$ cat config.mk
export PLATFORM = sky130hd
export DESIGN_NAME = wdb_post
export DESIGN_NICKNAME = d
export VERILOG_FILES = /design/src/sv/wdb_pkg.sv /design/src/sv/wdb_post.sv
export SDC_FILE = /design/constraint.sdc
export NUM_CORES = 1
export LEC_CHECK = 0
export BUFFER_PORTS_ARGS = -buffer_cell sky130_fd_sc_hd__buf_2
export CAP_MARGIN = 15
export CORE_ASPECT_RATIO = 0.75
export CORE_MARGIN = 5
export CORE_UTILIZATION = 45
export CTS_BUF_LIST = sky130_fd_sc_hd__clkbuf_8
export DETAILED_ROUTE_END_ITERATION = 8
export GPL_TIMING_DRIVEN = 0
export PLACE_DENSITY_LB_ADDON = 0.25
export SYNTH_ARGS = -nofsm -noshare
export SYNTH_HDL_FRONTEND = slang
export SYNTH_SLANG_ARGS = --single-unit
export TNS_END_PERCENT = 1
$ cat constraint.sdc
create_clock -name clk -period 3.7 [get_ports clk]
set_clock_uncertainty 0.15 [all_clocks]
set_input_delay 0.37 -clock clk [delete_from_list [all_inputs] [get_ports clk]]
set_output_delay 0.37 -clock clk [all_outputs]
set_load 0.01 [all_outputs]
$ cat src/sv/wdb_pkg.sv
// shared types, constants and functions for the waypoint distance and bearing block
package wdb_pkg;

    localparam int CORDIC_STEPS = 18;
    localparam int MAX_STEPS    = 24;
    localparam int STEPS        = (CORDIC_STEPS < MAX_STEPS) ? CORDIC_STEPS : MAX_STEPS;
    localparam int IDX_W        = $clog2(MAX_STEPS);
    localparam int LATENCY      = STEPS + 3;

    localparam int IN_W      = 16;
    localparam int DIFF_W    = IN_W + 1;
    localparam int FRAC_BITS = 16;
    localparam int XW        = 36;
    localparam int ZW        = 33;

    localparam int INVK_W    = 30;
    localparam longint unsigned INVK_FULL =
        64'd652032874 + (64'd434688583 >> (2 * CORDIC_STEPS));
    localparam logic [INVK_W-1:0] INVK = INVK_W'(INVK_FULL);

    localparam int MUL_LO_W  = 18;
    localparam int MUL_HI_W  = XW - 1 - MUL_LO_W;
    localparam int PROD_W    = XW - 1 + INVK_W;
    localparam int SUM_W     = PROD_W + 1;
    localparam int DIST_SHIFT = FRAC_BITS + 30;
    localparam int DIST_W    = 17;
    localparam int DIST_WIDE_W = SUM_W - DIST_SHIFT;

    localparam int ANGLE_SHIFT = 16;
    localparam int BRG_W       = 16;
    localparam int BRG_WIDE_W  = ZW + 1 - ANGLE_SHIFT;
    localparam logic signed [BRG_WIDE_W-1:0] BRG_MAX = BRG_WIDE_W'(23040);
    localparam logic signed [BRG_WIDE_W-1:0] BRG_MIN = -BRG_WIDE_W'(23040);

    localparam logic signed [ZW-1:0] DEG90 = ZW'(754974720);

    typedef struct packed {
        logic signed [IN_W-1:0] cur_x;
        logic signed [IN_W-1:0] cur_y;
        logic signed [IN_W-1:0] dest_x;
        logic signed [IN_W-1:0] dest_y;
    } wdb_in_t;

    typedef struct packed {
        logic [DIST_W-1:0]       distance;
        logic signed [BRG_W-1:0] bearing;
    } wdb_out_t;

    typedef struct packed {
        logic                 valid;
        logic                 zero;
        logic signed [XW-1:0] x;
        logic signed [XW-1:0] y;
        logic signed [ZW-1:0] z;
    } wdb_stage_t;

    function automatic logic signed [ZW-1:0] atan_units(input logic [IDX_W-1:0] idx);
        logic signed [ZW-1:0] v;
        case (idx)
            5'd0:    v = ZW'(377487360);
            5'd1:    v = ZW'(222843801);
            5'd2:    v = ZW'(117744544);
            5'd3:    v = ZW'(59768969);
            5'd4:    v = ZW'(30000467);
            5'd5:    v = ZW'(15014858);
            5'd6:    v = ZW'(7509261);
            5'd7:    v = ZW'(3754860);
            5'd8:    v = ZW'(1877459);
            5'd9:    v = ZW'(938733);
            5'd10:   v = ZW'(469367);
            5'd11:   v = ZW'(234683);
            5'd12:   v = ZW'(117342);
            5'd13:   v = ZW'(58671);
            5'd14:   v = ZW'(29335);
            5'd15:   v = ZW'(14668);
            5'd16:   v = ZW'(7334);
            5'd17:   v = ZW'(3667);
            5'd18:   v = ZW'(1833);
            5'd19:   v = ZW'(917);
            5'd20:   v = ZW'(458);
            5'd21:   v = ZW'(229);
            5'd22:   v = ZW'(115);
            5'd23:   v = ZW'(57);
            default: v = '0;
        endcase
        return v;
    endfunction

endpackage

$ cat src/sv/wdb_post.sv
// output stages: gain compensation in two partial products, rounding and clamping
module wdb_post
    import wdb_pkg::*;
(
    input  logic       clk,
    input  logic       rst_n,
    input  wdb_stage_t in,
    output logic       done,
    output wdb_out_t   res
);

    logic                    valid1_reg;
    logic [MUL_LO_W+INVK_W-1:0] plo_reg;
    logic [MUL_LO_W+INVK_W-1:0] plo_next;
    logic [MUL_HI_W+INVK_W-1:0] phi_reg;
    logic [MUL_HI_W+INVK_W-1:0] phi_next;
    logic signed [BRG_W-1:0] brg_reg;
    logic signed [BRG_W-1:0] brg_next;
    logic                    done_reg;
    wdb_out_t                res_reg;
    wdb_out_t                res_next;

    logic [XW-2:0]                 xc;
    logic signed [ZW:0]            z_rnd;
    logic signed [BRG_WIDE_W-1:0]  brg_wide;
    logic [SUM_W-1:0]              sum;
    logic [DIST_WIDE_W-1:0]        dist_wide;

    always_comb
    begin
        xc = (in.x[XW-1] || in.zero) ? '0 : in.x[XW-2:0];
        plo_next = (MUL_LO_W+INVK_W)'(xc[MUL_LO_W-1:0]) * (MUL_LO_W+INVK_W)'(INVK);
        phi_next = (MUL_HI_W+INVK_W)'(xc[XW-2:MUL_LO_W]) * (MUL_HI_W+INVK_W)'(INVK);
        z_rnd    = {in.z[ZW-1], in.z} + ((ZW+1)'(1) <<< (ANGLE_SHIFT - 1));
        brg_wide = z_rnd[ZW:ANGLE_SHIFT];
        if (in.zero)
            brg_next = '0;
        else if (brg_wide > BRG_MAX)
            brg_next = BRG_W'(BRG_MAX);
        else if (brg_wide < BRG_MIN)
            brg_next = BRG_W'(BRG_MIN);
        else
            brg_next = BRG_W'(brg_wide);
    end

    always_comb
    begin
        sum = (SUM_W'(phi_reg) << MUL_LO_W) + SUM_W'(plo_reg)
            + (SUM_W'(1) << (DIST_SHIFT - 1));
        dist_wide = sum[SUM_W-1:DIST_SHIFT];
        if (dist_wide[DIST_WIDE_W-1:DIST_W] != '0)
            res_next.distance = '1;
        else
            res_next.distance = dist_wide[DIST_W-1:0];
        res_next.bearing = brg_reg;
    end

    always_ff @(posedge clk or negedge rst_n)
    begin
        if (!rst_n)
        begin
            valid1_reg <= 1'b0;
            done_reg   <= 1'b0;
        end
        else
        begin
            valid1_reg <= in.valid;
            done_reg   <= valid1_reg;
        end
    end

    always_ff @(posedge clk)
    begin
        plo_reg <= plo_next;
        phi_reg <= phi_next;
        brg_reg <= brg_next;
        res_reg <= res_next;
    end

    assign done = done_reg;
    assign res  = res_reg;

endmodule

==> results.txt <==
Ports: 143
Worst-Skew Late Latency: 0.47 ns
fmax: 0.155 GHz
ratio of cells with drive above 1 in the final layout: 19.0%
Placed Instance Area: 25000 um^2
initial antenna violation count: 1
Crit Path Class: in -> reg
power per cell area: 551 nW/um^2
top cell type by total area after synthesis: fa_1
Slew Limit Headroom: 57.3%
vias: 16886
Layout area overhead: 18.5%
netlist area before placement: 22900 um^2
nature of the critical path startpoint: input pin
pin count of the biggest net entering global routing: 17
run status: finished with violations
final setup violation count: 68
Post-synth EDFFs: 0
crit-path max FO: 10
Cell variety after synth: 77
DRT iter0 DRCs: 1155
Starting Density: 45.5%
final worst-path cycle share: 175%
Data arrival, critical path: 6.67 ns
die area: 55400 um^2
GRT overflow: 0
CTS tree: done
CP required: 3.92 ns
core footprint: 50200 um^2
Worst-Margin Slew: 0.637 ns
Reg2Reg Depth: 12
PortBufs: 86
drc violations: 0
syn_area_per_cell: 9.46 um^2
worst slack at placement: -4.26 ns
RD Place Congestion: 0.952
H-Tree Depth: 4
Seq/Total Area, Yosys: 11.1%
Mapped Nets: 3297
violated checks: setup timing
post-DR wirelength/cell: 19.7 um
Hold Vio Cnt, Final: 0
Fin Hold WS: 0.0537 ns
std cell rows: 71
Synth top area share: 35.0%
max reg flops: 46
clk slew on worst S/H paths: 0.10 ns
Die Ht: 205 um
GR Util All Layers: 23.8%
CTS buffer count: 17
dpl cells: 3160
Pleak: 14.2 nW
Synth Flop Type: dfxtp_1
clock root cell: clkbuf_8
number of clock sinks: 126
Via density: 5.15
Chip Width: 270 um
YS warnings: 0
Final Non-Filler Cells: 3278
CTS max path bufs: 2
Routed Antenna Nets: 0
first drt pass iteration count: 5
largest cells by area after synthesis: fa_1 (35%), ha_1 (20%), inv_1 (11%)
vias in the first global route: 17832
minimum clock period after layout: 6.46 ns
Final Net Count: 3487
PnR worst setup slack: -2.76 ns
max_cap viols: 0
worst vdd ir: 0.453 mV
FFs w/ async S/R, synth: 1.59%
total power: 0.0149 W
Mapped Cells: 2417
CP endpoint kind: flop
fin. max-slew vios: 0
first-pass GRT wire length: 102000 um
RSZ-0062 raised after global routing: yes
Final Cell Area: 27100 um^2
hold depth: 2
FF+latch count, synth: 126
HP Class: in -> reg
dpl hpwl: 55900 um
total wire length: 64400 um
## placed cells by master, fill, tap and decap left out, drive strengths merged, types with 34 or more instances in the layout
cell	count
a21o	56
xnor2	61
fa	400
buf	179
dfxtp	124
xor2	41
o21ai	63
ha	371
clkbuf	34
a21oi	108
nor2	69
inv	699
nand2	98
## stage by stage
stage	TNS [ns]	utilization (%)
6_report	-143.73	54.0
5_1_grt	-153.77	54.0
4_1_cts	-141.62	52.7
3_5_place_dp	-236.98	49.9
3_3_place_gp	-235.18	49.9
2_1_floorplan	-138.16	-
## worst paths after layout
check	start	endpoint	slack [ns]
setup / recovery	in[105]	phi_reg[46]	-2.76
hold / removal	in[32]	brg_reg[15]	0.05
setup reg to reg	phi_reg[27]	res[27]	0.20
hold reg to reg	brg_reg[2]	res[2]	0.18
max in group asynchronous	rst_n	done	3.23
min in group asynchronous	rst_n	valid1_reg	0.08
## cell type report
type	count	area (um^2)
Clock buffer	17	234
Timing Repair Buffer	173	1230
Inverter	694	2750
Sequential cell	126	2530
Antenna cell	1	2.50
Fill cell	4519	23100
Buffer	26	304
Tap cell	657	822
Multi-Input combinational cell	1569	19100
Clock inverter	15	165
## what timing repair did
item,CTS,global route
pin swaps,69,58
endpoints found under the setup margin,86,85
hold buffers,3,0
cloned,2,0
setup buffers,52,31
endpoints found under the hold margin,8,0
gates resized for setup,131,103
## cells by family (layout without fill, tap and decap cells)
kind of cell / count (synthesis) / in the layout / share of synthesized area [%]
adder cells (fa/ha/maj): 771 / 771 / 55.3
XOR/XNOR: 102 / 102 / 3.91
multiplexers: 1 / 1 / 0.0438
flip-flops: 126 / 126 / 11.1
AO/OA/AOI/OAI: 349 / 349 / 9.85
buffers and inverters: 722 / 925 / 12.0
AND/OR/NAND/NOR: 346 / 346 / 7.75
other: 0 / 1 / 0
## metal layers
| metal | part of all wire [%] | global-route usage (%) |
|---|---|---|
| met5 | 0.12 | 1.05 |
| met4 | 1.2 | 3.02 |
| met3 | 9.3 | 8.39 |
| met2 | 40 | 33.1 |
| met1 | 50 | 36.6 |
## power by group
group	switching, W	internal, W	leakage, nW
clock network	0.000694	0.000512	0.200
registers	0.000192	0.00187	1.06
logic	0.00674	0.00492	12.9
total	0.00763	0.00730	14.2
## synthesized netlist by cell type, types with 18 or more instances
cell        n
xnor2_1    61
inv_1     694
a31oi_1    20
ha_1      371
nand2_1    98
o21bai_1   19
nor2_1     61
xor2_1     41
and2_1     31
nor3_1     18
o21ai_0    61
nand4_1    29
nand3_1    30
a21oi_1   108
a21o_1     56
dfxtp_1   124
fa_1      400
clkbuf_1   18
## worst max-delay path, stage by stage
cell and delay (ns):
clkbuf_16 0.13, nor2_4 0.13, clkbuf_16 0.19, buf_6 0.19
and2_4 0.22, buf_4 0.12, fa_1 0.44, inv_2 0.08
fa_2 0.44, fa_1 0.55, inv_1 0.06, fa_1 0.49
fa_1 0.51, inv_1 0.06, fa_1 0.60, inv_2 0.06
ha_4 0.25, a21oi_4 0.16, o21ai_1 0.09, a31oi_2 0.20
a31oi_2 0.11, buf_4 0.17, a21oi_4 0.22, a31oi_4 0.14
nand2b_4 0.17, a2111o_1 0.37, o211a_1 0.14
Power figures use the tool's default switching activity.
