--- config.mk ---
export PLATFORM = sky130hd
export DESIGN_NAME = wdb_cell
export DESIGN_NICKNAME = d
export VERILOG_FILES = /design/src/sv/wdb_pkg.sv /design/src/sv/wdb_cell.sv
export SDC_FILE = /design/constraint.sdc
export NUM_CORES = 1
export LEC_CHECK = 0
export BUFFER_PORTS_ARGS = -buffer_cell sky130_fd_sc_hd__buf_2
export CAP_MARGIN = 5
export CORE_MARGIN = 1.5
export CORE_UTILIZATION = 55
export DETAILED_ROUTE_END_ITERATION = 8
export PLACE_DENSITY = 0.78
export SETUP_SLACK_MARGIN = 0.1
export SYNTH_ARGS = -nofsm -noshare
export SYNTH_HDL_FRONTEND = slang
export SYNTH_SLANG_ARGS = --single-unit
--- constraint.sdc ---
create_clock -name clk -period 0.8 [get_ports clk]
set_clock_uncertainty 0.1 [all_clocks]
set_input_delay 0.16 -clock clk [delete_from_list [all_inputs] [get_ports clk]]
set_output_delay 0.16 -clock clk [all_outputs]
set_load 0.05 [all_outputs]
--- src/sv/wdb_pkg.sv ---
// shared types, constants and functions for the waypoint distance and bearing block
package wdb_pkg;

    localparam int CORDIC_STEPS = 18;
    localparam int MAX_STEPS    = 24;
    localparam int STEPS        = (CORDIC_STEPS < MAX_STEPS) ? CORDIC_STEPS : MAX_STEPS;
    localparam int IDX_W        = $clog2(MAX_STEPS);
    localparam int LATENCY      = STEPS + 3;

    localparam int IN_W      = 16;
    localparam int DIFF_W    = IN_W + 1;
    localparam int FRAC_BITS = 16;
    localparam int XW        = 36;
    localparam int ZW        = 33;

    localparam int INVK_W    = 30;
    localparam longint unsigned INVK_FULL =
        64'd652032874 + (64'd434688583 >> (2 * CORDIC_STEPS));
    localparam logic [INVK_W-1:0] INVK = INVK_W'(INVK_FULL);

    localparam int MUL_LO_W  = 18;
    localparam int MUL_HI_W  = XW - 1 - MUL_LO_W;
    localparam int PROD_W    = XW - 1 + INVK_W;
    localparam int SUM_W     = PROD_W + 1;
    localparam int DIST_SHIFT = FRAC_BITS + 30;
    localparam int DIST_W    = 17;
    localparam int DIST_WIDE_W = SUM_W - DIST_SHIFT;

    localparam int ANGLE_SHIFT = 16;
    localparam int BRG_W       = 16;
    localparam int BRG_WIDE_W  = ZW + 1 - ANGLE_SHIFT;
    localparam logic signed [BRG_WIDE_W-1:0] BRG_MAX = BRG_WIDE_W'(23040);
    localparam logic signed [BRG_WIDE_W-1:0] BRG_MIN = -BRG_WIDE_W'(23040);

    localparam logic signed [ZW-1:0] DEG90 = ZW'(754974720);

    typedef struct packed {
        logic signed [IN_W-1:0] cur_x;
        logic signed [IN_W-1:0] cur_y;
        logic signed [IN_W-1:0] dest_x;
        logic signed [IN_W-1:0] dest_y;
    } wdb_in_t;

    typedef struct packed {
        logic [DIST_W-1:0]       distance;
        logic signed [BRG_W-1:0] bearing;
    } wdb_out_t;

    typedef struct packed {
        logic                 valid;
        logic                 zero;
        logic signed [XW-1:0] x;
        logic signed [XW-1:0] y;
        logic signed [ZW-1:0] z;
    } wdb_stage_t;

    function automatic logic signed [ZW-1:0] atan_units(input logic [IDX_W-1:0] idx);
        logic signed [ZW-1:0] v;
        case (idx)
            5'd0:    v = ZW'(377487360);
            5'd1:    v = ZW'(222843801);
            5'd2:    v = ZW'(117744544);
            5'd3:    v = ZW'(59768969);
            5'd4:    v = ZW'(30000467);
            5'd5:    v = ZW'(15014858);
            5'd6:    v = ZW'(7509261);
            5'd7:    v = ZW'(3754860);
            5'd8:    v = ZW'(1877459);
            5'd9:    v = ZW'(938733);
            5'd10:   v = ZW'(469367);
            5'd11:   v = ZW'(234683);
            5'd12:   v = ZW'(117342);
            5'd13:   v = ZW'(58671);
            5'd14:   v = ZW'(29335);
            5'd15:   v = ZW'(14668);
            5'd16:   v = ZW'(7334);
            5'd17:   v = ZW'(3667);
            5'd18:   v = ZW'(1833);
            5'd19:   v = ZW'(917);
            5'd20:   v = ZW'(458);
            5'd21:   v = ZW'(229);
            5'd22:   v = ZW'(115);
            5'd23:   v = ZW'(57);
            default: v = '0;
        endcase
        return v;
    endfunction

endpackage

--- src/sv/wdb_cell.sv ---
// one vectoring cordic iteration with its pipeline register
module wdb_cell
    import wdb_pkg::*;
(
    input  logic             clk,
    input  logic             rst_n,
    input  logic [IDX_W-1:0] step,
    input  wdb_stage_t       in,
    output wdb_stage_t       out
);

    wdb_stage_t out_reg;
    wdb_stage_t out_next;
    logic signed [XW-1:0] x_sh;
    logic signed [XW-1:0] y_sh;
    logic signed [ZW-1:0] ang;

    always_comb
    begin
        x_sh = in.x >>> step;
        y_sh = in.y >>> step;
        ang  = atan_units(step);
        out_next.valid = in.valid;
        out_next.zero  = in.zero;
        if (!in.y[XW-1])
        begin
            out_next.x = in.x + y_sh;
            out_next.y = in.y - x_sh;
            out_next.z = in.z + ang;
        end
        else
        begin
            out_next.x = in.x - y_sh;
            out_next.y = in.y + x_sh;
            out_next.z = in.z - ang;
        end
    end

    always_ff @(posedge clk or negedge rst_n)
    begin
        if (!rst_n)
        begin
            out_reg <= '0;
        end
        else
        begin
            out_reg <= out_next;
        end
    end

    assign out = out_reg;

endmodule

==> run_results.csv, run 1 <==
group,metric,value,unit
status,status,"aborted with a tool error",
status,lastStage,"5_1_grt",
status,error,"[ERROR GRT-0232] Routing congestion too high. Check the congestion heatmap in the GUI.",
logic_synthesis,synth.mux.area_fraction,21.07,%
logic_synthesis,synth.cell_area,15580,sq um
logic_synthesis,synth_simple_gate_area_share,15.19,%
logic_synthesis,synth_xor_area_share,9.827,%
global_routing,track_usage,84.77,%
logic_synthesis,synth_nets,1988,
logic_synthesis,yosys_warnings,0,
cts,htreeDepth,3,
logic_synthesis,synth_area_leaders,"dfrtp_1 17%, mux4_2 14%, ha_1 9.2%",
die,boundaryPins,221,
die,die_width,171.3,um
logic_synthesis,netlist.area_leader.share,17.18,%
global_routing,grt_max_degree,46,
cts,clock-sinks,107,
logic_synthesis,syn_inst,1756,
cts,cts_root_buffer,"clkbuf_16",
logic_synthesis,synth_seq_cells,107,
logic_synthesis,syn_area_per_cell,8.875,sq um
die,start_util,55.94,%
logic_synthesis,synth_edf_count,0,
logic_synthesis,synth_top_family_by_area,"compound AO/OA/AOI/OAI gates",
logic_synthesis,async_flop_share,100.0,%
die,row_count,61,
cts,clockBufferDepth,2,
logic_synthesis,synth_fa_ha_area_share,9.618,%
die,fp.dieH,171.3,um
place,portBuffers,220,
logic_synthesis,ys_types,89,
logic_synthesis,synth_compound_area_share,22.54,%
place,gp_congestion,1.082,
place,dpl_cell_area,23030,sq um
logic_synthesis,post-synth-top-area-cell,"dfrtp_1",
sta,crit_endpoint,"out[67]$_DFF_PN0_/D",
place,hpwl,54830,um
cts,numCtsBuffers,9,
logic_synthesis,ys_seq_area_share,17.18,%
global_routing,overflow,478,
logic_synthesis,synth_ff_type,"dfrtp_1",
sta,endpoint_type,"sequential cell input",
==> cells in the mapped netlist (7+ instances only) <==
cell,count
nand2_1,111
a21oi_1,144
ha_1,115
nor2_1,144
clkbuf_1,44
nand2b_1,26
and3_1,20
and2_1,18
mux2i_1,84
o22ai_1,27
nor3b_1,7
nand3_1,21
xor2_1,72
buf_2,27
nor3_1,31
inv_1,45
a22oi_1,14
o21ai_0,77
mux4_2,97
or2_2,9
a31oi_1,39
xnor2_1,101
a21o_1,55
dfrtp_1,107
buf_6,13
o211ai_1,14
buf_1,14
o31ai_1,13
or3_1,14
a211oi_1,25
o21bai_1,10
nor2b_1,26
mux2_2,23
a211o_1,8
nand4_1,8
o21a_1,26
==> logic make-up after synthesis <==
logic type	after synthesis
muxes	204
and+or+nand+nor	472
xor gates and xnor gates	174
AOI/OAI and AO/OA	531
DFF	107
adders and majority gates	118
buffers and inverters	150
==> timing repair <==
action | 4_1_cts
hold endpoints to repair | 110
hold buffers | 2
gates resized for setup | 230
gates cloned | 4
setup endpoints to repair | 212
pin swaps | 132
setup buffers | 74
==> per-stage QoR <==
stage | cells | worst slack [ns]
global placement | 3004 | -4.720
floorplan | 1756 | -4.234
detailed placement | 3004 | -4.937
CTS | 3096 | -4.067
==> layer usage <==
layer | global-route usage, % | overflow
met3 | 69.77 | 12
met5 | 36.87 | 5
met1 | 82.51 | 9
met2 | 100.2 | 285
met4 | 92.83 | 167
==> run 2: changes to the inputs <==
--- a/config.mk
+++ b/config.mk
@@ -8,10 +8,9 @@
 export BUFFER_PORTS_ARGS = -buffer_cell sky130_fd_sc_hd__buf_2
 export CAP_MARGIN = 5
 export CORE_MARGIN = 1.5
-export CORE_UTILIZATION = 55
+export CORE_UTILIZATION = 40
 export DETAILED_ROUTE_END_ITERATION = 8
-export PLACE_DENSITY = 0.78
-export SETUP_SLACK_MARGIN = 0.1
+export PLACE_DENSITY_LB_ADDON = 0.15
 export SYNTH_ARGS = -nofsm -noshare
 export SYNTH_HDL_FRONTEND = slang
 export SYNTH_SLANG_ARGS = --single-unit
==> run_results.csv, run 2 <==
group,metric,value,unit
global_routing,track_usage,34.27,%
global_routing,first_global_vias,18800,
power,seqPwrFrac,16.9,%
routing,dr.first_iter.drc_count,1193,
power,p_total,0.05239,W
routing,drt_pass1_iterations,5,
die,core,38560,sq um
sta,worstMarginPinSlew,0.8088,ns
die,boundaryPins,221,
cts,numCtsBuffers,9,
place,portBuffers,220,
logic_synthesis,async_flop_share,100.0,%
final_layout,mostFrequentLayoutCells,"778 x buf_4, 160 x buf_2, 124 x nor2_1, 106 x dfrtp_2, 104 x nand2_1",
logic_synthesis,synth.cell_area,15580,sq um
routing,drc_errors,0,
die,fp.dieH,200.4,um
sta,post-route-worst-setup-slack,-4.096,ns
power,p_leak,12.19,nW
final_layout,finish.utilization,68.23,%
final_layout,seq_area,2810,sq um
setup_path,critPathArrivalTime,5.09,ns
global_routing,top_usage_layer,"met2",
place,gp_congestion,1.026,
die,start_util,40.42,%
logic_synthesis,netlist.area_leader.share,17.18,%
logic_synthesis,synth_seq_cells,107,
sta,hold_slack,-0.06099,ns
final_layout,drive_above_1_share,58.39,%
cts,ctsHoldBuffers,3,
worst_hold_path,hold_depth,2,
global_routing,grt_first_pass_wirelength,107100,um
sta,slew_violations,0,
final_layout,final.fill_count,3132,
status,violations,"negative hold slack, negative setup slack",
final_layout,final_area,26310,sq um
global_routing,gr-usage-met3,4.540,%
power,internal_power,0.02770,W
power,pwr-share-clk,8.9,%
logic_synthesis,ys_seq_area_share,17.18,%
run,maxCapViolCount,0,
final_layout,largest_reg_flops,107,
setup_path,cp.required,0.99,ns
die,die_area,40160,sq um
logic_synthesis,syn_area_per_cell,8.875,sq um
status,status,"finished, violations left",
global_routing,met1_usage,43.83,%
logic_synthesis,synth_ff_type,"dfrtp_1",
die,die_width,200.4,um
setup_path,cp-end-kind,"flip-flop",
logic_synthesis,ys_types,89,
final_layout,multi_input_comb_area,13780,sq um
global_routing,met2_usage,58.21,%
logic_synthesis,synth_area_leaders,"dfrtp_1 17%, mux4_2 14%, ha_1 9.2%",
sta,rsz0062_at_grt,"yes",
cts,cts_root_buffer,"clkbuf_16",
sta,finalHoldViolCount,4,
logic_synthesis,yosys_warnings,0,
place,hpwl,55980,um
setup_path,cp-start-kind,"input port",
sta,post-route-period-util,612.0,%
sta,period_minus_slack,4.896,ns
setup_path,critical_path_class,"in -> reg",
logic_synthesis,synth_edf_count,0,
logic_synthesis,post-synth-top-area-cell,"dfrtp_1",
final_layout,syn_to_final_growth,68.79,%
die,row_count,72,
sta,slew_headroom,45.51,%
routing,routed_wl,70160,um
worst_hold_path,hold_class,"in -> reg",
routing,ant_nets,0,
place,dpl_cell_area,23480,sq um
global_routing,grt_antenna_before_repair,2,
cts,clk_pin_slew,0.08,ns
power,ir_drop,2.240,mV
sta,setup_tns,-379.26,ns
cts,htreeDepth,3,
cts,clock-sinks,107,
global_routing,overflow,0,
setup_path,critical_path.max_fanout,7,
sta,finalSetupViolations,212,
logic_synthesis,ys_top_cells_by_count,"144 x a21oi_1, 144 x nor2_1, 115 x ha_1",
power,power.density,1992,nW/um^2
routing,vias,18530,
logic_synthesis,synth_nets,1988,
final_layout,diodes,0,
power,power_switching,0.02470,W
power,p_sw_share,47.13,%
final_layout,final_common_cell,"buf_4",
cts,cts_tree,"built",
sta,max_freq,204.3,MHz
routing,route.detailed.wl_per_inst,21.56,um
routing,vias_per_cell,5.693,
cts,clockBufferDepth,2,
global_routing,grt_max_degree,59,
power,p_comb_share,74.2,%
final_layout,final_nets,2964,
logic_synthesis,syn_inst,1756,
-- run 2: kinds of logic (layout without fill, tap and decap cells) --
kind of cell             count (synthesis)  after routing  share of synthesized area [%]
flip-flops                             107            107                          17.18
AND/OR/NAND/NOR                        472            472                          15.19
buffers and inverters                  150           1131                          4.576
multiplexers                           204            204                          21.07
XOR/XNOR                               174            174                          9.827
adder cells (fa/ha/maj)                118            118                          9.618
AO/OA/AOI/OAI                          531            531                          22.54
-- run 2: metrics by stage --
| stage | setup slack [ns] | hold slack [ns] | std cells |
|---|---|---|---|
| 5_1_grt | -4.250 | -0.06399 | 3255 |
| 4_1_cts | -3.916 | -0.08877 | 3230 |
| 3_3_place_gp | -4.704 | 0.06651 | 3149 |
| 6_report | -4.096 | -0.06099 | 3255 |
| 3_5_place_dp | -4.778 | 0.07680 | 3149 |
| 2_1_floorplan | -4.234 | -0.2356 | 1756 |
-- run 2: power groups by stage --
stage	clock [W]	sequential, W	combinational, W
after CTS	0.00477	0.00881	0.0367
after global routing	0.00493	0.00904	0.0409
after floorplan	0	0.0165	0.0122
after global placement	0	0.00878	0.0337
after detailed placement	0	0.00878	0.0340
final	0.00466	0.00885	0.0389
-- run 2: worst max-delay path, cell delays in order --
cell	delay, ns
buf_16	0.12
mux4_2	0.53
mux4_2	0.52
a221o_1	0.35
or3_4	0.39
or4_4	0.60
o21ai_2	0.15
xnor2_1	0.15
ha_1	0.31
nand3_2	0.15
a21oi_1	0.09
o32ai_4	0.32
a2bb2oi_2	0.20
o211ai_1	0.17
a31oi_1	0.19
buf_4	0.18
a21oi_4	0.08
o2bb2ai_2	0.19
o21ai_2	0.09
xnor2_1	0.13
-- run 2: final cells by class --
cell class                 instances  share of cell area, %
multi-input combinational       1499                  52.39
timing repair buffer            1068                  32.59
sequential                       107                  10.68
tap                              518                  2.464
clock buffer                      12                 0.9750
inverter                          47                 0.7753
clock inverter                     4                 0.1189
-- run 2: timing repair --
action                                 CTS  global route
pin swaps                               89            89
resized for setup                      244           175
buffers inserted                        66            33
setup endpoints to repair              212           224
endpoints found under the hold margin  114             2
gates cloned                             2             2
-- run 2: routing by layer --
metal | vias to the layer above | wire length [um]
met5 | - | 17
met4 | 2 | 2781
met3 | 151 | 4120
met2 | 709 | 34020
met1 | 9059 | 29220
li1 | 8610 | -
-- run 2: path summary, 6_finish.rpt --
kind	startpoint	to	slack [ns]
max in group asynchronous	rst_n	out[97]	0.05
setup / recovery	step[1]	out[68]	-4.10
min in group asynchronous	rst_n	out[40]	0.22
hold / removal	in[33]	out[33]	-0.06
Power figures use the tool's default switching activity.
