--- src/sv/wdb_pkg.sv ---
// shared types, constants and functions for the waypoint distance and bearing block
package wdb_pkg;

    localparam int CORDIC_STEPS = 18;
    localparam int MAX_STEPS    = 24;
    localparam int STEPS        = (CORDIC_STEPS < MAX_STEPS) ? CORDIC_STEPS : MAX_STEPS;
    localparam int IDX_W        = $clog2(MAX_STEPS);
    localparam int LATENCY      = STEPS + 3;

    localparam int IN_W      = 16;
    localparam int DIFF_W    = IN_W + 1;
    localparam int FRAC_BITS = 16;
    localparam int XW        = 36;
    localparam int ZW        = 33;

    localparam int INVK_W    = 30;
    localparam longint unsigned INVK_FULL =
        64'd652032874 + (64'd434688583 >> (2 * CORDIC_STEPS));
    localparam logic [INVK_W-1:0] INVK = INVK_W'(INVK_FULL);

    localparam int MUL_LO_W  = 18;
    localparam int MUL_HI_W  = XW - 1 - MUL_LO_W;
    localparam int PROD_W    = XW - 1 + INVK_W;
    localparam int SUM_W     = PROD_W + 1;
    localparam int DIST_SHIFT = FRAC_BITS + 30;
    localparam int DIST_W    = 17;
    localparam int DIST_WIDE_W = SUM_W - DIST_SHIFT;

    localparam int ANGLE_SHIFT = 16;
    localparam int BRG_W       = 16;
    localparam int BRG_WIDE_W  = ZW + 1 - ANGLE_SHIFT;
    localparam logic signed [BRG_WIDE_W-1:0] BRG_MAX = BRG_WIDE_W'(23040);
    localparam logic signed [BRG_WIDE_W-1:0] BRG_MIN = -BRG_WIDE_W'(23040);

    localparam logic signed [ZW-1:0] DEG90 = ZW'(754974720);

    typedef struct packed {
        logic signed [IN_W-1:0] cur_x;
        logic signed [IN_W-1:0] cur_y;
        logic signed [IN_W-1:0] dest_x;
        logic signed [IN_W-1:0] dest_y;
    } wdb_in_t;

    typedef struct packed {
        logic [DIST_W-1:0]       distance;
        logic signed [BRG_W-1:0] bearing;
    } wdb_out_t;

    typedef struct packed {
        logic                 valid;
        logic                 zero;
        logic signed [XW-1:0] x;
        logic signed [XW-1:0] y;
        logic signed [ZW-1:0] z;
    } wdb_stage_t;

    function automatic logic signed [ZW-1:0] atan_units(input logic [IDX_W-1:0] idx);
        logic signed [ZW-1:0] v;
        case (idx)
            5'd0:    v = ZW'(377487360);
            5'd1:    v = ZW'(222843801);
            5'd2:    v = ZW'(117744544);
            5'd3:    v = ZW'(59768969);
            5'd4:    v = ZW'(30000467);
            5'd5:    v = ZW'(15014858);
            5'd6:    v = ZW'(7509261);
            5'd7:    v = ZW'(3754860);
            5'd8:    v = ZW'(1877459);
            5'd9:    v = ZW'(938733);
            5'd10:   v = ZW'(469367);
            5'd11:   v = ZW'(234683);
            5'd12:   v = ZW'(117342);
            5'd13:   v = ZW'(58671);
            5'd14:   v = ZW'(29335);
            5'd15:   v = ZW'(14668);
            5'd16:   v = ZW'(7334);
            5'd17:   v = ZW'(3667);
            5'd18:   v = ZW'(1833);
            5'd19:   v = ZW'(917);
            5'd20:   v = ZW'(458);
            5'd21:   v = ZW'(229);
            5'd22:   v = ZW'(115);
            5'd23:   v = ZW'(57);
            default: v = '0;
        endcase
        return v;
    endfunction

endpackage

--- src/sv/wdb_pre.sv ---
// input stage: coordinate difference, zero detect and left half plane pre-rotation
module wdb_pre
    import wdb_pkg::*;
(
    input  logic       clk,
    input  logic       rst_n,
    input  logic       accept,
    input  wdb_in_t    req,
    output wdb_stage_t out
);

    wdb_stage_t out_reg;
    wdb_stage_t out_next;
    logic signed [DIFF_W-1:0] dx;
    logic signed [DIFF_W-1:0] dy;
    logic signed [XW-1:0]     xs;
    logic signed [XW-1:0]     ys;

    always_comb
    begin
        dx = DIFF_W'(req.dest_x) - DIFF_W'(req.cur_x);
        dy = DIFF_W'(req.dest_y) - DIFF_W'(req.cur_y);
        xs = XW'(dx) <<< FRAC_BITS;
        ys = XW'(dy) <<< FRAC_BITS;
        out_next.valid = accept;
        out_next.zero  = (dx == '0) && (dy == '0);
        out_next.x     = xs;
        out_next.y     = ys;
        out_next.z     = '0;
        if (dx[DIFF_W-1])
        begin
            if (!dy[DIFF_W-1])
            begin
                out_next.x = ys;
                out_next.y = -xs;
                out_next.z = DEG90;
            end
            else
            begin
                out_next.x = -ys;
                out_next.y = xs;
                out_next.z = -DEG90;
            end
        end
    end

    always_ff @(posedge clk or negedge rst_n)
    begin
        if (!rst_n)
        begin
            out_reg <= '0;
        end
        else
        begin
            out_reg <= out_next;
        end
    end

    assign out = out_reg;

endmodule

--- config.mk ---
export PLATFORM = sky130hd
export DESIGN_NAME = wdb_pre
export DESIGN_NICKNAME = d
export VERILOG_FILES = /design/src/sv/wdb_pkg.sv /design/src/sv/wdb_pre.sv
export SDC_FILE = /design/constraint.sdc
export NUM_CORES = 1
export LEC_CHECK = 0
export ABC_AREA = 0
export BUFFER_PORTS_ARGS = -buffer_cell sky130_fd_sc_hd__buf_2
export CAP_MARGIN = 20
export CORE_MARGIN = 2
export CORE_UTILIZATION = 51
export CTS_BUF_LIST = sky130_fd_sc_hd__clkbuf_8
export DETAILED_ROUTE_END_ITERATION = 7
export PLACE_DENSITY_LB_ADDON = 0.05
export SYNTH_ARGS = -nofsm -noshare
export SYNTH_HDL_FRONTEND = slang
export SYNTH_SLANG_ARGS = --single-unit
--- constraint.sdc ---
create_clock -name clk -period 0.8 [get_ports clk]
set_input_delay 0 -clock clk [delete_from_list [all_inputs] [get_ports clk]]
set_output_delay 0 -clock clk [all_outputs]
set_load 0.02 [all_outputs]
==> flow_metrics.tcl, run 1 <==
set metrics [dict create \
    grt_pass1_vias 4560 \
    final_common_cell "buf_4" \
    p_leak_nw 3.616 \
    path_class "in2reg" \
    antennaDiodeCount 0 \
    syn_area_sq_um 4399 \
    dieArea_sq_um 9385 \
    clock.fmax_ghz 0.3812 \
    antenna_found_initial 0 \
    power_density_nw_per_um2 1906 \
    synthTopCellsByArea "dfrtp_1 26%, buf_4 11%, ha_1 9.7%" \
    wl_mm 15.25 \
    grt_overflow 0 \
    cts_num_sinks 45 \
    slew_violations 0 \
    drc_errors 0 \
    period_needed_ps 2623 \
    synthMuxAreaShare 0.05063 \
    syn-instance-count 521 \
    layout.cells.non_filler 898 \
    fin_area_sq_um 7166 \
    finalSetupTns_ps -62890 \
    portBuffers 117 \
    synthXorXnorAreaFrac 0.1015 \
    placementRows 33 \
    largest_reg_flops 45 \
    area_delta_synth_final_pct 62.88 \
    synth_edf_count 0 \
    synth_top_cell_by_area "dfrtp_1" \
    dp_cells 848 \
    seq_area_frac_synth 0.2560 \
    fin_crit_sh 3.279 \
    synth_cell_types 63 \
    finish.utilization 0.8634 \
    synth-main-ff-cell "dfrtp_1" \
    via_count 4858 \
    setup_viol 92 \
    die_w_microns 96.88 \
    drt_iter0_drc 242 \
    nets 895 \
    die_h_microns 96.88 \
    hold_viol 0 \
    num-fill-cells 447 \
    worstPathMaxFanout 5 \
    setup_slack_ps -1823 \
    worst_slew_pin_slew_ps 789.5 \
    placed_area_sq_um 5988 \
    yosys_warnings 0 \
    async_reset_ff_frac 1.000 \
    postRouteAntennaNets 0 \
    first_pass_iters 7 \
    synth_top_family_by_area "compound AO/OA/AOI/OAI gates" \
    gp_congestion 0.8614 \
    cts_tree "yes" \
    slew-limit-headroom 0.4699 \
    clk_pin_slew_worst_paths_ps 100 \
    end_kind "register" \
    ios 174 \
    ir_worst_vdd_uv 1135 \
    status "finished, violations left" \
    cts_buffer_depth 2 \
    synth-adder-area-share 0.1058 \
    synthDominantCellAreaShare 0.2560 \
    violations "setup timing" \
    rsz0062_at_grt "yes" \
    wire_per_inst_microns 16.99 \
    grt_max_degree 26 \
    syn_avg_cell_area_sq_um 8.444 \
    synth_seq_cells 45 \
    p_total_mw 13.66 \
    grt_pass1_wl_mm 21.26 \
    start_util 0.5301 \
    cp-start-kind "input port" \
    cp.required_ps 1010 \
    viasPerCell 5.410 \
    drive_gt1_frac 0.4653 \
    maxCapViolations 0 \
    yosys.area_share.simple 0.1340 \
    htreeDepth 2 \
    cp.arrival_ps 2830 \
    cts_root_buf "clkbuf_8" \
    core_area_sq_um 8299 \
    grtUsageTotal 0.2732 \
    numCtsBuffers 5 \
    hpwl_mm 9.344 \
    min_path_type "in2reg" \
    synth-compound-area-share 0.1854 \
    most-common-layout-cells "147 x buf_4, 62 x buf_2, 60 x buf_6" \
]
-- synthesized netlist by cell type (4+ instances only) --
master,count
dfrtp_1,45
xnor2_1,21
or3_1,7
ha_1,34
o21a_1,6
clkbuf_1,6
a21oi_1,37
a31oi_1,6
nor2b_1,8
o31a_1,4
xor2_1,30
nor2_1,37
o21ai_0,29
mux2i_1,20
nand2b_1,5
inv_1,49
nand2_1,23
nand3_1,9
buf_4,63
o31ai_1,6
buf_2,7
nor3_1,7
-- metal layers --
layer | share of wire | global-route usage | up-vias
met2 | 0.51 | 0.4995 | 266
met4 | 0.042 | 0.1083 | 0
met1 | 0.38 | 0.3247 | 2322
met3 | 0.072 | 0.03107 | 55
li1 | - | - | 2215
met5 | 0 | 0 | -
-- final timing paths --
kind | startpoint | end | slack (ps) | cells past startpoint
worst max-delay path | req[0] | out[100] | -1820 | 13
worst min-delay path | req[32] | out[85] | 40 | 3
max in group asynchronous | rst_n | out[91] | 220 | 3
min in group asynchronous | rst_n | out[86] | 110 | 2
-- cell families (layout without fill, tap and decap cells) --
kind of cell | Yosys count | after routing
fa+ha+maj | 36 | 36
other cells | 1 | 59
buf+inv | 127 | 340
flops | 45 | 45
xor+xnor | 51 | 51
compound gates | 123 | 124
simple gates | 116 | 116
mux | 22 | 22
-- report_power, final --
part | internal [mW] | switching, mW
registers | 2.87 | 0.372
clock network | 0.622 | 0.910
logic | 4.38 | 4.50
-- worst max-delay path, cell delays in order --
cell and delay (ps):
buf_8 100, inv_12 30, ha_4 150, fa_2 370
nor2b_4 140, o31a_1 230, o21ai_1 90, xor2_1 230
nand4_1 220, or3_4 430, o41ai_4 410, xnor2_1 150
mux2i_1 270
-- final cells by class --
cell class	instances	area (sq um)	share of cell area
Clock buffer	5	68.82	0.009604
Inverter	50	215.2	0.03003
Tap cell	105	131.4	0.01833
Sequential cell	45	1127	0.1573
Timing Repair Buffer	282	2352	0.3283
Clock inverter	3	21.27	0.002968
Multi-Input combinational cell	408	3249	0.4535
-- per-stage QoR --
| stage | hold slack (ps) | setup slack (ps) |
|---|---|---|
| 6_report | 39.27 | -1823 |
| 5_1_grt | 60.34 | -1928 |
| 3_5_place_dp | -86.20 | -2061 |
| 3_3_place_gp | -91.84 | -1969 |
| 2_1_floorplan | -295.6 | -1636 |
| 4_1_cts | 49.26 | -1507 |
-- what timing repair did --
item / CTS / global route
cloned: 3 / 4
hold endpoints to repair: 46 / 0
hold buffers: 2 / 0
gates resized for setup: 154 / 32
pin swaps: 29 / 18
buffers inserted: 19 / 15
setup endpoints to repair: 92 / 92
(Power assumes the default switching activity.)
==> inputs of run 2 (changes only) <==
--- a/config.mk
+++ b/config.mk
@@ -9,7 +9,7 @@
 export BUFFER_PORTS_ARGS = -buffer_cell sky130_fd_sc_hd__buf_2
 export CAP_MARGIN = 20
 export CORE_MARGIN = 2
-export CORE_UTILIZATION = 51
+export CORE_UTILIZATION = 46
 export CTS_BUF_LIST = sky130_fd_sc_hd__clkbuf_8
 export DETAILED_ROUTE_END_ITERATION = 7
 export PLACE_DENSITY_LB_ADDON = 0.05
==> constraint.sdc (replaced) <==
create_clock -name clk -period 2.3 [get_ports clk]
set_input_delay 0 -clock clk [delete_from_list [all_inputs] [get_ports clk]]
set_output_delay 0 -clock clk [all_outputs]
set_load 0.02 [all_outputs]
==> flow_metrics.tcl, run 2 (same netlist as run 1, synthesis figures left out) <==
set metrics [dict create \
    most-common-layout-cells "121 x buf_4, 112 x buf_2, 59 x conb_1" \
    hold_viol 0 \
    dieArea_sq_um 10360 \
    cp_num_buf_inv 2 \
    postRouteAntennaNets 0 \
    wire_per_inst_microns 12.80 \
    clock.fmax_ghz 0.4256 \
    start_util 0.4761 \
    min_path_type "in2reg" \
    largest_reg_flops 45 \
    portBuffers 117 \
    wl_mm 11.30 \
    cts_num_sinks 45 \
    grt_max_degree 46 \
    path_class "in2reg" \
    grt_overflow 0 \
    fin_area_sq_um 6322 \
    maxCapViolations 0 \
    slowest_delay_ps 350 \
    worstPathMaxFanout 4 \
    die_h_microns 101.8 \
    cts_root_buf "clkbuf_8" \
    cp.required_ps 2490 \
    cts_buffer_depth 2 \
    fin_crit_sh 1.021 \
    end_kind "register" \
    core_area_sq_um 9240 \
    htreeDepth 2 \
    critical-path-top-delay-family "compound AO/OA/AOI/OAI gates" \
    status "finished, violations left" \
    rsz0062_at_grt "yes" \
    drc_errors 0 \
    ir_worst_vdd_uv 337.2 \
    preCtsSetupSlack_ps -514.6 \
    placementRows 35 \
    hold-worst-slack_ps 12.96 \
    setup_viol 2 \
    p_total_mw 4.098 \
    via_count 4264 \
    grt_pass1_wl_mm 17.86 \
    clk_pin_slew_worst_paths_ps 80 \
    numCtsBuffers 5 \
    crit_chain "buf_2, ha_4, fa_2, nor2b_2, o31a_1, o21ai_2, buf_4, o31a_1, o311a_1, nor4b_4, nor2_1, xnor2_1, mux2_4" \
    cp.arrival_ps 2540 \
    viasPerCell 4.829 \
    placed_area_sq_um 5814 \
    ios 174 \
    slew_violations 0 \
    finalSetupTns_ps -72.90 \
    antenna_found_initial 0 \
    area_delta_synth_final_pct 43.71 \
    power_density_nw_per_um2 648.1 \
    dp_cells 856 \
    finish.utilization 0.6842 \
    cpMostUsedCell "o31a_1" \
    grtUsageTotal 0.2133 \
    cp-start-kind "input port" \
    worst_slew_pin_slew_ps 533.3 \
    setup_slack_ps -49.37 \
    p_leak_nw 3.262 \
    drive_gt1_frac 0.4111 \
    cts_tree "yes" \
    die_w_microns 101.8 \
    gp_congestion 1.020 \
    final_common_cell "buf_4" \
    cp_slowest_cell "fa_2" \
    slew-limit-headroom 0.6427 \
    first_pass_iters 4 \
    antennaDiodeCount 0 \
    layout.cells.non_filler 883 \
    period_needed_ps 2349 \
    nets 856 \
    grt_pass1_vias 3895 \
    violations "setup timing" \
    hpwl_mm 9.164 \
    drt_iter0_drc 144 \
]
-- run 2: changes by cell type in the layout (fill, tap and decap cells not counted), moves of 4 or more --
cell     change
buf_6       -55
inv_2        -4
buf_4       -26
buf_2       +50
nor2_1       +4
o21ai_0      +7
o21ai_1      -6
-- run 2: final timing paths --
check	end	cells after the start	startpoint	slack [ps]
worst max-delay path	out[62]	13	req[48]	-50
worst min-delay path	out[49]	3	req[32]	10
max in group asynchronous	out[67]	3	rst_n	1820
min in group asynchronous	out[86]	2	rst_n	40
-- run 2: where the power goes --
part           total (mW)  switching, mW  internal [mW]
clock               0.629          0.275          0.353
combinational        2.41           1.35           1.06
sequential           1.06         0.0621          0.996
-- run 2: what timing repair did --
| item | in CTS | in global routing |
|---|---|---|
| cloned | 0 | 1 |
| hold endpoints to repair | 46 | 0 |
| setup endpoints to repair | 26 | 27 |
| buffers inserted | 4 | 11 |
| pin swaps | 18 | 18 |
| hold buffers | 2 | 0 |
| gates resized for setup | 22 | 24 |
-- run 2: layer usage --
metal,vias up,share of wire,GRT usage
met5,-,0,0
li1,2139,-,-
met3,14,0.053,0.02139
met2,148,0.50,0.3877
met1,1963,0.44,0.2752
met4,0,0.013,0.03950
-- run 2: area by class of cell --
cell class              instances  area, sq um
repair inverters                1        5.005
multi-input cells             407         3109
clock buffers                   6        82.58
fillers                       777         2918
repair buffers                243         1600
clock inverters                 2        37.54
well taps                     129        161.4
flip-flops and latches         45         1126
inverters                      50        200.2
==> inputs of run 3 (changes only) <==
--- a/config.mk
+++ b/config.mk
@@ -12,7 +12,9 @@
 export CORE_UTILIZATION = 46
 export CTS_BUF_LIST = sky130_fd_sc_hd__clkbuf_8
 export DETAILED_ROUTE_END_ITERATION = 7
+export GPL_TIMING_DRIVEN = 0
 export PLACE_DENSITY_LB_ADDON = 0.05
+export SKIP_CTS_REPAIR_TIMING = 1
 export SYNTH_ARGS = -nofsm -noshare
 export SYNTH_HDL_FRONTEND = slang
 export SYNTH_SLANG_ARGS = --single-unit
==> flow_metrics.tcl, run 3 (same netlist as run 1, synthesis figures left out) <==
set metrics [dict create \
    worstPathMaxFanout 6 \
    cpMostUsedCell "buf_6" \
    core_area_sq_um 9240 \
    portBuffers 117 \
    end_kind "register" \
    fin_crit_sh 1.084 \
    crit_chain "buf_6, inv_4, ha_4, fa_2, nor2b_2, o31a_1, nand2b_4, xnor2_4, nand4_1, or3_1, buf_6, o41ai_4, xnor2_1, mux2i_1" \
    hold_viol 0 \
    placementRows 35 \
    power_density_nw_per_um2 634.6 \
    nets 835 \
    p_leak_nw 3.207 \
    drive_gt1_frac 0.4025 \
    grt_max_degree 46 \
    drt_iter0_drc 233 \
    finish.utilization 0.6716 \
    cp-start-kind "input port" \
    first_pass_iters 4 \
    cp_slowest_cell "or3_1" \
    via_count 4137 \
    clk_pin_slew_worst_paths_ps 80 \
    grt_pass1_vias 3682 \
    worstHoldStart "req[32]" \
    min_path_type "in2reg" \
    gp_congestion 0.8609 \
    antennaDiodeCount 0 \
    worst_slew_pin_slew_ps 893.4 \
    rsz0062_at_grt "yes" \
    startpoint "req[0]" \
    dp_cells 825 \
    hpwl_mm 8.739 \
    wire_per_inst_microns 13.16 \
    ios 174 \
    cts_root_buf "clkbuf_8" \
    fin_area_sq_um 6206 \
    path_class "in2reg" \
    final_common_cell "buf_2" \
    period_needed_ps 2494 \
    die_w_microns 101.8 \
    slew_violations 0 \
    antenna_found_initial 0 \
    clock.fmax_ghz 0.4010 \
    cts_num_sinks 45 \
    cp.arrival_ps 2670 \
    grt_pass1_wl_mm 17.04 \
    numCtsBuffers 5 \
    cts_tree "yes" \
    viasPerCell 4.799 \
    violations "setup timing" \
    wl_mm 11.34 \
    area_delta_synth_final_pct 41.07 \
    status "finished, violations left" \
    ir_worst_vdd_uv 307.9 \
    cp.required_ps 2480 \
    grtUsageTotal 0.2050 \
    setup_viol 11 \
    largest_reg_flops 45 \
    start_util 0.4761 \
    placed_area_sq_um 5522 \
    maxCapViolations 0 \
    grt_overflow 0 \
    cts_buffer_depth 2 \
    dieArea_sq_um 10360 \
    num-fill-cells 783 \
    setup_slack_ps -193.9 \
    most-common-layout-cells "116 x buf_2, 91 x buf_4, 59 x conb_1" \
    drc_errors 0 \
    htreeDepth 2 \
    slew-limit-headroom 0.4001 \
    die_h_microns 101.8 \
    postRouteAntennaNets 0 \
    slowest_delay_ps 410 \
    layout.cells.non_filler 862 \
]
-- run 3: worst paths after layout --
kind                       endpoint  slack [ps]  cells after the start
setup / recovery           out[100]        -190                     14
hold / removal              out[49]          40                      3
max in group asynchronous  out[102]        1770                      3
min in group asynchronous   out[90]          80                      2
-- run 3: cell type report --
type,instances,area [sq um],share of cell area
Clock inverter,2,37.54,0.006048
Timing Repair Buffer,146,855.8,0.1379
Sequential cell,45,1126,0.1815
Inverter,50,195.2,0.03145
Buffer,77,560.5,0.09032
Clock buffer,6,82.58,0.01331
Tap cell,129,161.4,0.02601
Multi-Input combinational cell,407,3187,0.5135
-- run 3: power breakdown --
group | internal [mW] | switching (mW) | total [mW] | leakage, nW
sequential | 0.995 | 0.0558 | 1.05 | 0.530
combinational | 0.922 | 1.35 | 2.27 | 2.62
clock | 0.353 | 0.266 | 0.620 | 0.0574
-- run 3: layer usage --
| metal | track usage | vias up | routed length, microns |
|---|---|---|---|
| li1 | - | 2087 | - |
| met1 | 0.2754 | 1865 | 4934 |
| met2 | 0.3563 | 170 | 5528 |
| met3 | 0.02070 | 15 | 718 |
| met4 | 0.04470 | 0 | 161 |
| met5 | 0 | - | 0 |
-- run 3: per-stage QoR --
stage | power [mW] | hold slack (ps) | setup TNS (ps) | setup WS [ps]
global placement | 3.056 | 110.4 | -29530 | -890.8
floorplan | 2.525 | -295.6 | -2267 | -136.1
finish | 3.938 | 38.48 | -1138 | -193.9
global route | 4.188 | 40.43 | -2977 | -327.1
detailed placement | 3.081 | 112.0 | -30340 | -910.8
CTS | 3.702 | -196.4 | -18630 | -621.6
-- run 3: worst max-delay path: cells and delay by family --
family | cells | cell delay, ps
AO/OA/AOI/OAI | 2 | 600
XOR/XNOR | 2 | 310
adder cells (fa/ha/maj) | 2 | 490
buffers and inverters | 3 | 260
multiplexers | 1 | 90
AND/OR/NAND/NOR | 4 | 910
